$ cat src/sag_pkg.sv
// Shared constants and types for the sigmoid activation with gain block.
package sag_pkg;

  localparam int SAG_TABLE_ENTRIES = 256;
  localparam logic signed [15:0] SAG_GAIN_RESET = 16'sd4096;

  localparam int SAG_FR_W  = 23;
  localparam int SAG_ARG_W = 24;
  localparam logic [SAG_ARG_W-1:0] SAG_ARG_MAX = 24'h800000;

  localparam int SAG_TAB_W = 17;
  localparam logic [SAG_TAB_W-1:0] SAG_ONE = 17'h10000;
  localparam logic [15:0] SAG_Y_MAX = 16'hFFFF;

  typedef struct packed {
    logic vld;
    logic last;
  } sag_tag_t;

endpackage

$ cat src/sag_arg.sv
// Argument stages: gain times net input, magnitude saturation and table position.
module sag_arg import sag_pkg::*; #(
  parameter int TABLE_ENTRIES = SAG_TABLE_ENTRIES
) (
  input  logic                                    clk,
  input  logic                                    rst_n,
  input  logic                                    en,
  input  sag_tag_t                                tag_i,
  input  logic signed [15:0]                      gain,
  input  logic signed [15:0]                      net_in,
  output sag_tag_t                                tag_o,
  output logic [$clog2(TABLE_ENTRIES+1)-1:0]      idx_o,
  output logic [SAG_FR_W-1:0]                     fr_o,
  output logic                                    neg_o
);

  localparam int IDX_W = $clog2(TABLE_ENTRIES + 1);
  localparam int P_W   = SAG_FR_W + IDX_W;

  sag_tag_t           tag1_r;
  sag_tag_t           tag2_r;
  logic signed [31:0] x_nxt;
  logic signed [31:0] x_r;
  logic [30:0]        mag;
  logic [SAG_ARG_W-1:0] a_sat;
  logic [P_W-1:0]     p_nxt;
  logic [IDX_W-1:0]   idx_r;
  logic [SAG_FR_W-1:0] fr_r;
  logic               neg_r;

  assign x_nxt = gain * net_in;

  always_comb begin
    mag   = x_r[31] ? 31'(-x_r) : 31'(x_r);
    a_sat = (mag > 31'(SAG_ARG_MAX)) ? SAG_ARG_MAX : mag[SAG_ARG_W-1:0];
    p_nxt = P_W'(a_sat) * P_W'(TABLE_ENTRIES);
  end

  always_ff @(posedge clk) begin
    if (!rst_n) begin
      tag1_r <= '0;
      tag2_r <= '0;
    end else if (en) begin
      tag1_r <= tag_i;
      tag2_r <= tag1_r;
    end
  end

  always_ff @(posedge clk) begin
    if (en) begin
      x_r   <= x_nxt;
      idx_r <= p_nxt[P_W-1:SAG_FR_W];
      fr_r  <= p_nxt[SAG_FR_W-1:0];
      neg_r <= x_r[31];
    end
  end

  assign tag_o = tag2_r;
  assign idx_o = idx_r;
  assign fr_o  = fr_r;
  assign neg_o = neg_r;

endmodule

$ cat config.mk
export PLATFORM = sky130hd
export DESIGN_NAME = sag_arg
export DESIGN_NICKNAME = d
export VERILOG_FILES = /design/src/sag_pkg.sv /design/src/sag_arg.sv
export SDC_FILE = /design/constraint.sdc
export NUM_CORES = 1
export LEC_CHECK = 0
export ABC_CLOCK_PERIOD_IN_PS = 16200
export BUFFER_PORTS_ARGS = -buffer_cell sky130_fd_sc_hd__buf_2
export CAP_MARGIN = 5
export CELL_PAD_IN_SITES_DETAIL_PLACEMENT = 0
export CELL_PAD_IN_SITES_GLOBAL_PLACEMENT = 1
export CORE_UTILIZATION = 25
export DETAILED_ROUTE_END_ITERATION = 16
export GPL_TIMING_DRIVEN = 0
export HOLD_SLACK_MARGIN = 0.08
export PLACE_DENSITY = 0.49
export SLEW_MARGIN = 20
export SYNTH_ARGS = -nofsm -noshare
export SYNTH_HDL_FRONTEND = slang
export SYNTH_SLANG_ARGS = --single-unit
$ cat constraint.sdc
create_clock -name clk -period 16.2 [get_ports clk]
set_input_delay 2.43 -clock clk [delete_from_list [all_inputs] [get_ports clk]]
set_output_delay 2.43 -clock clk [all_outputs]
set_load 0.05 [all_outputs]
# Yosys cells after proc, flatten, opt, wreduce, memory -nomap -nowiden
# Index checks and enable logic that the tools add are counted.
dict set report word_totals {
  out_inout_bits 35
  reg_bits 61
  elab_cells 12
}
dict set report op_classes {
  add_sub_neg 1
  magnitude_cmp 1
  muxes 1
  n_mul 1
}
# cell count
set ops {}
lappend ops {{$mul 16x16->32} 1}
lappend ops {{$gt 31x24->1 const B} 1}
lappend ops {{$mux 31} 1}
lappend ops {{$neg 31->31} 1}

# Logic depth before layout (Yosys ltp)
dict set report depth {
  ltp_word 3
  depth_mapped 23
  depth_no_buf 21
}

# Worst setup path before layout
# No wires, ideal clock.
dict set report synth_timing {
  path_type {input to register}
  startpoint {input net_in[1]}
  endpoint {register x_r[30], data pin}
  arrival_time_ns 7.939
  setup_ns 0.261
  required_ns 15.939
  slack_ns 8.000
  stages 21
  n_path_buf 1
  path_cell_list {clkbuf_1 nand2_1 inv_1 fa_1 fa_1 inv_1 fa_1 inv_1 fa_1 fa_1 inv_1 fa_1 inv_1 ha_1 o21a_1 o221ai_1 a41oi_1 o2111ai_1 a31oi_1 nor4_1 a311o_1}
}
dict set report synth_between {
  elab_chain_len 1
}
# element line
set synth_lines {}
lappend synth_lines {{start, declared} sag_arg.sv:10} ;# input logic signed [15:0] net_in,
lappend synth_lines {{$mul 16x16->32} sag_arg.sv:31} ;# assign x_nxt = gain * net_in;
lappend synth_lines {{named net x_nxt[30]} sag_arg.sv:22} ;# logic signed [31:0] x_nxt;
lappend synth_lines {{end signal, assigned} sag_arg.sv:51} ;# x_r <= x_nxt;
lappend synth_lines {{end, declared} sag_arg.sv:23} ;# logic signed [31:0] x_r;
# The timed path passes the listed nets, and every way through them passes these cells.
# A chain may end at the register's enable or synchronous reset.

# Worst setup path in the final report
dict set report layout_timing {
  startpoint {input gain[15]}
  endpoint {register x_r[30], data pin}
}
dict set report layout_between {
  elab_chain_len 1
}
# element line
set layout_lines {}
lappend layout_lines {{start, declared} sag_arg.sv:9} ;# input logic signed [15:0] gain,
lappend layout_lines {{$mul 16x16->32} sag_arg.sv:31}
lappend layout_lines {{named net x_nxt[30]} sag_arg.sv:22}
# The timed path passes the listed nets, and every way through them passes these cells.

==> impl_results.md <==
* Top-Level Pins at 72
* Final nets at 1,848
* Count leader, synth: inv_1
* Final period utilization at 56.1%
* F_max at 110 MHz
* Flops & latches, synth at 61
* CP max FO at 10
* Clk sinks at 61
* DIE AREA at 53,900 um^2
* Crit path kind: input pin to register
* WL/cell at 16.5 um
* TritonCTS clock tree: yes
* Ys Warns at 0
* Slew headroom at 50.2%
* RD Place Congestion at 0.829
* CTS Buf Count at 9
* Largest net degree at the start of global routing at 59
* Clock buffer depth at 2
* Hold_buf cts at 0
* Share of cells above drive strength 1 at 9.25%
* Post-CTS Resized at 0
* TNS Setup at 0 ps
* Initial DRC count at 357
* CP Capture Type: register
* Post-synth top area cell: fa_1
* Vias in the first global route at 10,700
* GRT Overall Usage at 14.2%
* Die Y at 232 um
* Sequential share of the synthesized area at 13.5%
* Post-Synthesis Cells at 1,385
* Post-DP HPWL at 30,600 um
* Die X at 232 um
* Top cells by area, synth: fa_1 40%, edfxtp_1 13%, inv_1 8.8%
* Clk root buf: clkbuf_16
* Fin crit period at 9090 ps
* Total core area at 51,800 um^2
* Synth cell types at 66
* # rows at 83
* Initial antenna violation count at 0
* Mean Syn Cell Area at 9.56 um^2
* Synth top area share at 39.6%
* Vias at 9,411
* DRC viols at 0
* Met2 Usage GRT at 25.4%
* Final hold slack at 521 ps
* Global-route wire length before repair at 59,100 um
* Grt ovf at 0
* Final Instance Count excl. Fillers at 2,153
* Postcts setup bufs at 0
* Htree depth at 3
* Grt peak-use layer: met2
* Area delta synth->final at 11.4%
* Synth cell count leaders: 311 x inv_1, 262 x fa_1, 152 x nand2_1, 126 x and2_1, 83 x ha_1
* Crit path DAT at 9160 ps
* Fin. Hold Viols at 0
* CP Data Required Time at 16,270 ps
* Initial Util at 25.6%
* Total wire length at 35,500 um
* Clock Latency Late Sink at 340 ps
* Status: completed
* Final Skew at 9.12 ps
* Setup violators final at 0
* Post-synth EDFFs at 57
* Placed cell count at 2,135
* Final Slew Violations at 0
* Met3 usage in global routing at 1.26%
* Hold/Removal Path Class: register to register
* Post-DRT Antenna Nets at 0
* Reg clk slew, reported paths at 60 ps
* Slew at the pin closest to its max-slew limit at 748 ps
* Type of origin of the critical path: input pin
* Dominant synthesized flop cell: edfxtp_1
* Count of input and output buffers at 63
* Met1 Resource Use GR at 19.2%
* RSZ-0062 raised after global routing: false
* TritonRoute pass-1 iters at 4
* Async S/R FF share, synth at 0%
* Maximum capacitance violations at 0
* Synthesized area at 13,200 um^2
* Routed vias/inst at 4.37
==> routing by layer <==
metal	wire [um]	up-vias	part of all wire [%]
li1	-	4400	-
met1	16300	4884	46
met2	18000	114	51
met3	1010	13	2.8
met4	196	0	0.55
met5	0	-	0
==> worst max-delay path, stage by stage <==
cell       delay, ps
buf_2            190
clkbuf_1         510
nand2_1          190
inv_1            160
fa_1             540
fa_1             840
inv_1            160
fa_1             500
inv_1             50
fa_1             490
fa_1             490
inv_1             50
fa_1             480
inv_1             40
ha_1             370
o21a_1           200
o221ai_1         120
a41oi_1          340
o2111ai_1        210
a31oi_1          310
nor4_1            80
a311o_1          380
==> metrics by stage <==
stage	setup WS, ps	cell area [um^2]	util (%)
after floorplan	8000	13300	-
after global placement	6710	14400	27.9
after detailed placement	6740	14400	27.9
after CTS	7070	14700	28.4
after global routing	6650	14700	28.4
final	7110	14700	28.5
==> worst paths after layout <==
check | depth (start not counted) | start | end | slack [ps]
worst max-delay path | 22 | gain[15] | x_r[30] | 7110
worst min-delay path | 2 | tag_o[0] | tag_o[0] | 520
worst max register to register | 11 | x_r[0] | idx_o[1] | 12690
worst min register to register | 2 | tag_o[0] | tag_o[0] | 520
==> state kept, by name, indices dropped and copies added (netlist names) <==
name,count
fr_o,15
neg_o,1
x_r,32
tag1_r,2
tag_o,2
idx_o,9
==> kinds of logic after synthesis <==
group	count (synthesis)	synth area share [%]
AO/OA/AOI/OAI	124	6.25
XOR/XNOR	58	3.84
adder cells (fa/ha/maj)	345	47.4
buffers and inverters	367	11.1
flip-flops	61	13.5
multiplexers	9	0.718
other	1	0.0283
AND/OR/NAND/NOR	420	17.1
==> placed cells by master (no fill, tap or decap), types with 3 or more instances in the layout <==
cell	n
inv_1	311
buf_2	63
inv_6	4
dfxtp_1	4
o21a_1	9
xnor2_1	31
ha_1	83
nor2_1	36
a21o_1	10
and2_1	126
nor3_1	9
or2_2	3
a211oi_1	8
nand3_1	11
mux2i_1	5
xor2_1	27
a32oi_1	5
clkbuf_16	10
mux2_2	4
edfxtp_1	57
and3_1	5
o211ai_1	5
nor3_2	22
clkbuf_1	38
nand2_1	152
nand2b_1	16
conb_1	8
a31oi_1	4
a21oi_1	25
or3_1	5
fa_1	262
o21ai_0	31
nand4_1	9
nor2b_1	12
buf_4	14
o31ai_1	6
==> cell type report <==
class                   count  area (um^2)
plain buffers              56          297
repair buffers             63          318
inverters                 311         1170
multi-input cells         964        10000
clock inverters             7         78.8
clock buffers               9          225
well taps                 680          851
flip-flops and latches     61         1790
fillers                  5554        37100
diodes                      2         5.00
Power is not shown: default switching activity piles up to over one toggle a cycle in this logic, so the estimate is an artifact.
