--- src/sag_pkg.sv ---
// Shared constants and types for the sigmoid activation with gain block.
package sag_pkg;

  localparam int SAG_TABLE_ENTRIES = 256;
  localparam logic signed [15:0] SAG_GAIN_RESET = 16'sd4096;

  localparam int SAG_FR_W  = 23;
  localparam int SAG_ARG_W = 24;
  localparam logic [SAG_ARG_W-1:0] SAG_ARG_MAX = 24'h800000;

  localparam int SAG_TAB_W = 17;
  localparam logic [SAG_TAB_W-1:0] SAG_ONE = 17'h10000;
  localparam logic [15:0] SAG_Y_MAX = 16'hFFFF;

  typedef struct packed {
    logic vld;
    logic last;
  } sag_tag_t;

endpackage

--- src/sag_slope.sv ---
// Slope stages: y*(1-y), scale by gain, round and sign; holds the output register.
module sag_slope import sag_pkg::*; (
  input  logic               clk,
  input  logic               rst_n,
  input  logic               en,
  input  sag_tag_t           tag_i,
  input  logic [15:0]        y_i,
  input  logic signed [15:0] gain,
  output sag_tag_t           tag_o,
  output logic [15:0]        activation,
  output logic signed [14:0] slope
);

  sag_tag_t           tag6_r;
  sag_tag_t           tag7_r;
  sag_tag_t           tag8_r;
  logic [32:0]        q_nxt;
  logic [32:0]        q_r;
  logic [15:0]        y6_r;
  logic [15:0]        g_mag;
  logic [48:0]        m_nxt;
  logic [48:0]        m_r;
  logic [15:0]        y7_r;
  logic [49:0]        rsum;
  logic [14:0]        r;
  logic signed [14:0] slope_nxt;
  logic [15:0]        act_r;
  logic signed [14:0] slope_r;

  always_comb begin
    q_nxt     = 33'(y_i) * 33'(SAG_ONE - SAG_TAB_W'(y_i));
    g_mag     = gain[15] ? 16'(-gain) : 16'(gain);
    m_nxt     = 49'(g_mag) * 49'(q_r);
    rsum      = 50'(m_r) + (50'(1) << 31);
    r         = rsum[46:32];
    slope_nxt = gain[15] ? 15'(-r) : r;
  end

  always_ff @(posedge clk) begin
    if (!rst_n) begin
      tag6_r <= '0;
      tag7_r <= '0;
      tag8_r <= '0;
    end else if (en) begin
      tag6_r <= tag_i;
      tag7_r <= tag6_r;
      tag8_r <= tag7_r;
    end
  end

  always_ff @(posedge clk) begin
    if (en) begin
      q_r     <= q_nxt;
      y6_r    <= y_i;
      m_r     <= m_nxt;
      y7_r    <= y6_r;
      act_r   <= y7_r;
      slope_r <= slope_nxt;
    end
  end

  assign tag_o      = tag8_r;
  assign activation = act_r;
  assign slope      = slope_r;

endmodule

--- config.mk ---
export PLATFORM = sky130hd
export DESIGN_NAME = sag_slope
export DESIGN_NICKNAME = d
export VERILOG_FILES = /design/src/sag_pkg.sv /design/src/sag_slope.sv
export SDC_FILE = /design/constraint.sdc
export NUM_CORES = 2
export LEC_CHECK = 0
export ABC_CLOCK_PERIOD_IN_PS = 11400
export BUFFER_PORTS_ARGS = -buffer_cell sky130_fd_sc_hd__buf_2
export CAP_MARGIN = 10
export CORE_UTILIZATION = 35
export CTS_CLUSTER_DIAMETER = 100
export DETAILED_ROUTE_END_ITERATION = 8
export HOLD_SLACK_MARGIN = 0.15
export SETUP_SLACK_MARGIN = 0.4
export SYNTH_ARGS = -nofsm -noshare
export SYNTH_HDL_FRONTEND = slang
export SYNTH_SLANG_ARGS = --single-unit
--- constraint.sdc ---
create_clock -name clk -period 11.4 [get_ports clk]
set_input_delay 1.14 -clock clk [delete_from_list [all_inputs] [get_ports clk]]
set_output_delay 1.14 -clock clk [all_outputs]
set_load 0.02 [all_outputs]
== Word-level counts from Yosys, hierarchy flattened ==
Cells that the tools add are included.

* Muxes and demuxes: 2
* $add $sub $neg: 4
* Multipliers: 2

{| class="wikitable"
|+ Operators by type and width
! operator !! count
|-
| adder 47 x 32 -> 47 bit, second input constant || 1
|-
| multiplier 16 x 33 -> 47 bit || 1
|-
| multiplier 17 x 18 -> 33 bit || 1
|-
| subtractor 17 x 16 -> 18 bit, first input constant || 1
|-
| 2-to-1 mux 16 bit || 1
|-
| negator 16 bit || 1
|-
| 2-to-1 mux 15 bit || 1
|-
| negator 15 bit || 1
|}

* Input port bits: 37
* Logic and storage cells: 20
* Output and inout bits: 33
* Bits in registers: 149

== Depth between registers and ports, before layout ==
* Depth in word-level cells: 3
* Mapped depth: 31

== Least setup slack after synthesis ==
OpenSTA, ideal clock, no wires.

* Kind: input to register
* Start: input y_i[0]
* End: register q_r[25], data pin
* Buffers on the path: 2
* Stages on the path: 30
* Arrival time: 8.274 ns
* Setup slack: 2.863 ns
* Cells stage by stage: clkbuf_1 -> inv_1 -> ha_1 -> nand2_1 -> or3_1 -> or3_1 -> or2_2 -> inv_1 -> ha_1 -> clkbuf_1 -> nand2b_1 -> fa_1 -> inv_1 -> fa_1 -> inv_1 -> fa_1 -> fa_1 -> fa_1 -> inv_1 -> fa_1 -> ha_1 -> a21o_1 -> a21o_1 -> a21o_1 -> a221oi_1 -> a21boi_0 -> o21bai_1 -> a21oi_1 -> o21bai_1 -> xor2_1

* Word-level cells in the longest chain between the ends: 2

{| class="wikitable"
|+ RTL lines
! element !! RTL line !! RTL
|-
| start, declared || sag_slope.sv:7 || <nowiki>input logic [15:0] y_i,</nowiki>
|-
| subtractor 17 x 16 -> 18 bit || sag_slope.sv:31 || <nowiki>q_nxt = 33'(y_i) * 33'(SAG_ONE - SAG_TAB_W'(y_i));</nowiki>
|-
| multiplier 17 x 18 -> 33 bit (*) || sag_slope.sv:31 ||
|-
| named net q_nxt[25] || sag_slope.sv:17 || <nowiki>logic [32:0] q_nxt;</nowiki>
|-
| end signal, assigned || sag_slope.sv:53 || <nowiki>q_r <= q_nxt;</nowiki>
|-
| end, declared || sag_slope.sv:18 || <nowiki>logic [32:0] q_r;</nowiki>
|}

The timed path passes the listed nets; every way through them passes the cells marked *.
A chain may end at the register's enable or synchronous reset.

== Final worst setup path ==
Ends and elaborated chain as after synthesis.

==> flow_summary.ini <==
[floorplanning]
coreArea_um2 = 83400
fp.dieH_um = 292
io_pins = 70
fp.dieW_um = 292
initial_utilization_pct = 35.3
std_cell_rows = 106
die_area_um2 = 85300

[clock_tree]
ctsResizeCount = 0
cts_tree = yes
cts.sinks = 117
cts-buffers-inserted = 17
cts.repair_timing.setup_buffer_count = 0
h-tree-depth = 4
cts-root-buf = sky130_fd_sc_hd__clkbuf_16
ctsLongestPathBuffers = 2
hold_bufs_inserted_after_cts = 0
path_clk_slew_ns = 0.06
worst_skew_pair_latency_ns = 0.47

[logic_synthesis]
synth_ff_type = sky130_fd_sc_hd__edfxtp_1
synth_edf_count = 111
synth_area_leaders = sky130_fd_sc_hd__fa_1, sky130_fd_sc_hd__edfxtp_1, sky130_fd_sc_hd__ha_1
syn_area_per_cell_um2 = 9.45
synth_top_cell_area_share_pct = 43.4
yosys.area.top_type = sky130_fd_sc_hd__fa_1
synthDistinctLibCells = 62
yosysWarningCount = 0
synth_sequential_area_ratio_pct = 11.7
post_synth_instance_area_um2 = 29500
yosys_register_bits = 117
postSynth.asyncResetShare_pct = 0
synthCells = 3119

[sta]
final.setup.worst_slack_ns = 2.59
fmax_mhz = 114
layout_worst_path_cycle_share_pct = 77.3
fin_worst_hold_slack_ns = 0.416
grt_setup_unrepaired = no
slew_headroom_pct = 30.5
clock_period_minus_worst_slack_ns = 8.81
final_max_slew_viol_count = 0
setup-tns-final_ns = 0
finalHoldViolations = 0
setup-violations-final = 0
final.setup_skew_ns = 0.00890
max_slew.worst_pin.slew_ns = 1.04

[setup_path]
path_max_fanout = 32
worst_ep_arrival_time_ns = 9.02
critPathMostFrequentCell = sky130_fd_sc_hd__fa_1
crit_type = primary input to flop
worst_path_max_delay_cell = sky130_fd_sc_hd__fa_1
worstPathRequired_ns = 11.61
worst_setup_path_end_kind = flop
critPathBufInv = 6
setup.worst_path.start_class = primary input
critical-path-max-stage-delay_ns = 0.55
worst_path_dominant_cell_family = adder cells

[finish]
multi_input_comb_area_um2 = 22700
layout-area-overhead-vs-synth_pct = 7.25
area.sequential_um2 = 3450
antennaDiodeCount = 0
drive_above_1_share_pct = 4.73
nets_final = 4034
postLayoutCoreUtil_pct = 37.9
fillers = 8355

[routing]
drc = 0
vias = 20161
route.detailed.vias_per_inst = 4.79
drt_pass1_iterations = 7
drtIter0Drc = 1073
antenna_violating_nets_post_route = 0
wl_um = 73400
wire_per_inst_um = 17.4

[placed_design]
pre_cts_slack_ns = 2.09
buffer_ports.inserted = 69
gp_congestion = 0.868
dp_hpwl_um = 54500

[global_routing]
gr-total-overflow = 0
grt_pass1_vias = 21954
globalRouteTotalUtil_pct = 18.2
grt_first_pass_wirelength_um = 120000
largest_net_degree_at_the_start_of_global_routing = 75
grt_antenna_before_repair = 2

[worst_hold_path]
hp-class = flop to flop

[outcome]
status = finished clean

[run]
drv.max_cap_violation_count = 0
cells in the mapped netlist (7+ instances only):
library cell               instances
sky130_fd_sc_hd__a21o_1           28
sky130_fd_sc_hd__a21oi_1          37
sky130_fd_sc_hd__and2_1          182
sky130_fd_sc_hd__and3_1            9
sky130_fd_sc_hd__clkbuf_1        125
sky130_fd_sc_hd__edfxtp_1        111
sky130_fd_sc_hd__fa_1            639
sky130_fd_sc_hd__ha_1            242
sky130_fd_sc_hd__inv_1           797
sky130_fd_sc_hd__mux2i_1           8
sky130_fd_sc_hd__nand2_1         409
sky130_fd_sc_hd__nand2b_1        151
sky130_fd_sc_hd__nand3_1          17
sky130_fd_sc_hd__nand4_1          13
sky130_fd_sc_hd__nor2_1           35
sky130_fd_sc_hd__nor2b_1          81
sky130_fd_sc_hd__nor3_1           18
sky130_fd_sc_hd__o211ai_1          7
sky130_fd_sc_hd__o21a_1            8
sky130_fd_sc_hd__o21ai_0          23
sky130_fd_sc_hd__o31ai_1          10
sky130_fd_sc_hd__or3_1             7
sky130_fd_sc_hd__xnor2_1          63
sky130_fd_sc_hd__xor2_1           24
cells in the final DEF, fill, tap and decap left out, drive strengths merged, types with 9 or more instances in the layout:
| master | n |
|---|---|
| ha | 242 |
| o21ai | 24 |
| nor2b | 81 |
| and3 | 9 |
| and2 | 182 |
| nor3 | 19 |
| a21o | 28 |
| nor2 | 35 |
| edfxtp | 111 |
| o31ai | 10 |
| nand2b | 151 |
| xor2 | 24 |
| inv | 798 |
| fa | 639 |
| conb | 14 |
| buf | 92 |
| nand3 | 17 |
| a21oi | 37 |
| nand2 | 410 |
| xnor2 | 64 |
| clkbuf | 20 |
| nand4 | 13 |
metrics by stage:
step	instance area [µm²]	std cells
3_3_place_gp	31000	4177
4_1_cts	31600	4209
2_1_floorplan	29500	3131
3_5_place_dp	31000	4177
5_1_grt	31600	4209
6_report	31600	4209
worst paths after layout:
path	startpoint	to	slack, ns	cells after the start
worst max register to register	q_r[10]	m_r[36]	4.22	22
worst min register to register	y7_r[3]	activation[3]	0.42	0
worst min-delay path	y7_r[3]	activation[3]	0.42	0
worst max-delay path	y_i[0]	q_r[25]	2.59	29
sequential cells by signal, summed over array words and instances, names as in the netlist:
name / flops
y7_r: 16
m_r: 16
y6_r: 15
tag6_r: 2
activation: 16
tag_o: 2
slope: 15
q_r: 33
tag7_r: 2
per-layer routing:
metal	vias up	part of all wire [%]	global-route usage, %
met2	468	49	31.3
met5	-	0.014	0
met3	85	5.0	2.61
met4	2	1.9	5.10
li1	9132	-	-
met1	10474	44	23.6
kinds of logic after synthesis:
group,after synthesis,share of synthesized area (%)
compound gates,153,3.47
xor+xnor,88,2.64
fa+ha+maj,881,53.7
buf+inv,923,11.8
flops,117,11.7
mux,9,0.310
other cells,2,0.0255
simple gates,946,16.4
area by class of cell:
type / instances / area share (%)
timing repair buffer: 92 / 1.66
inverter: 797 / 9.47
clock buffer: 20 / 1.38
multi-input combinational: 2091 / 71.8
clock inverter: 12 / 0.491
sequential: 117 / 10.9
tap: 1080 / 4.28
Power is not shown: default switching activity piles up to over one toggle a cycle in this logic, so the estimate is an artifact.
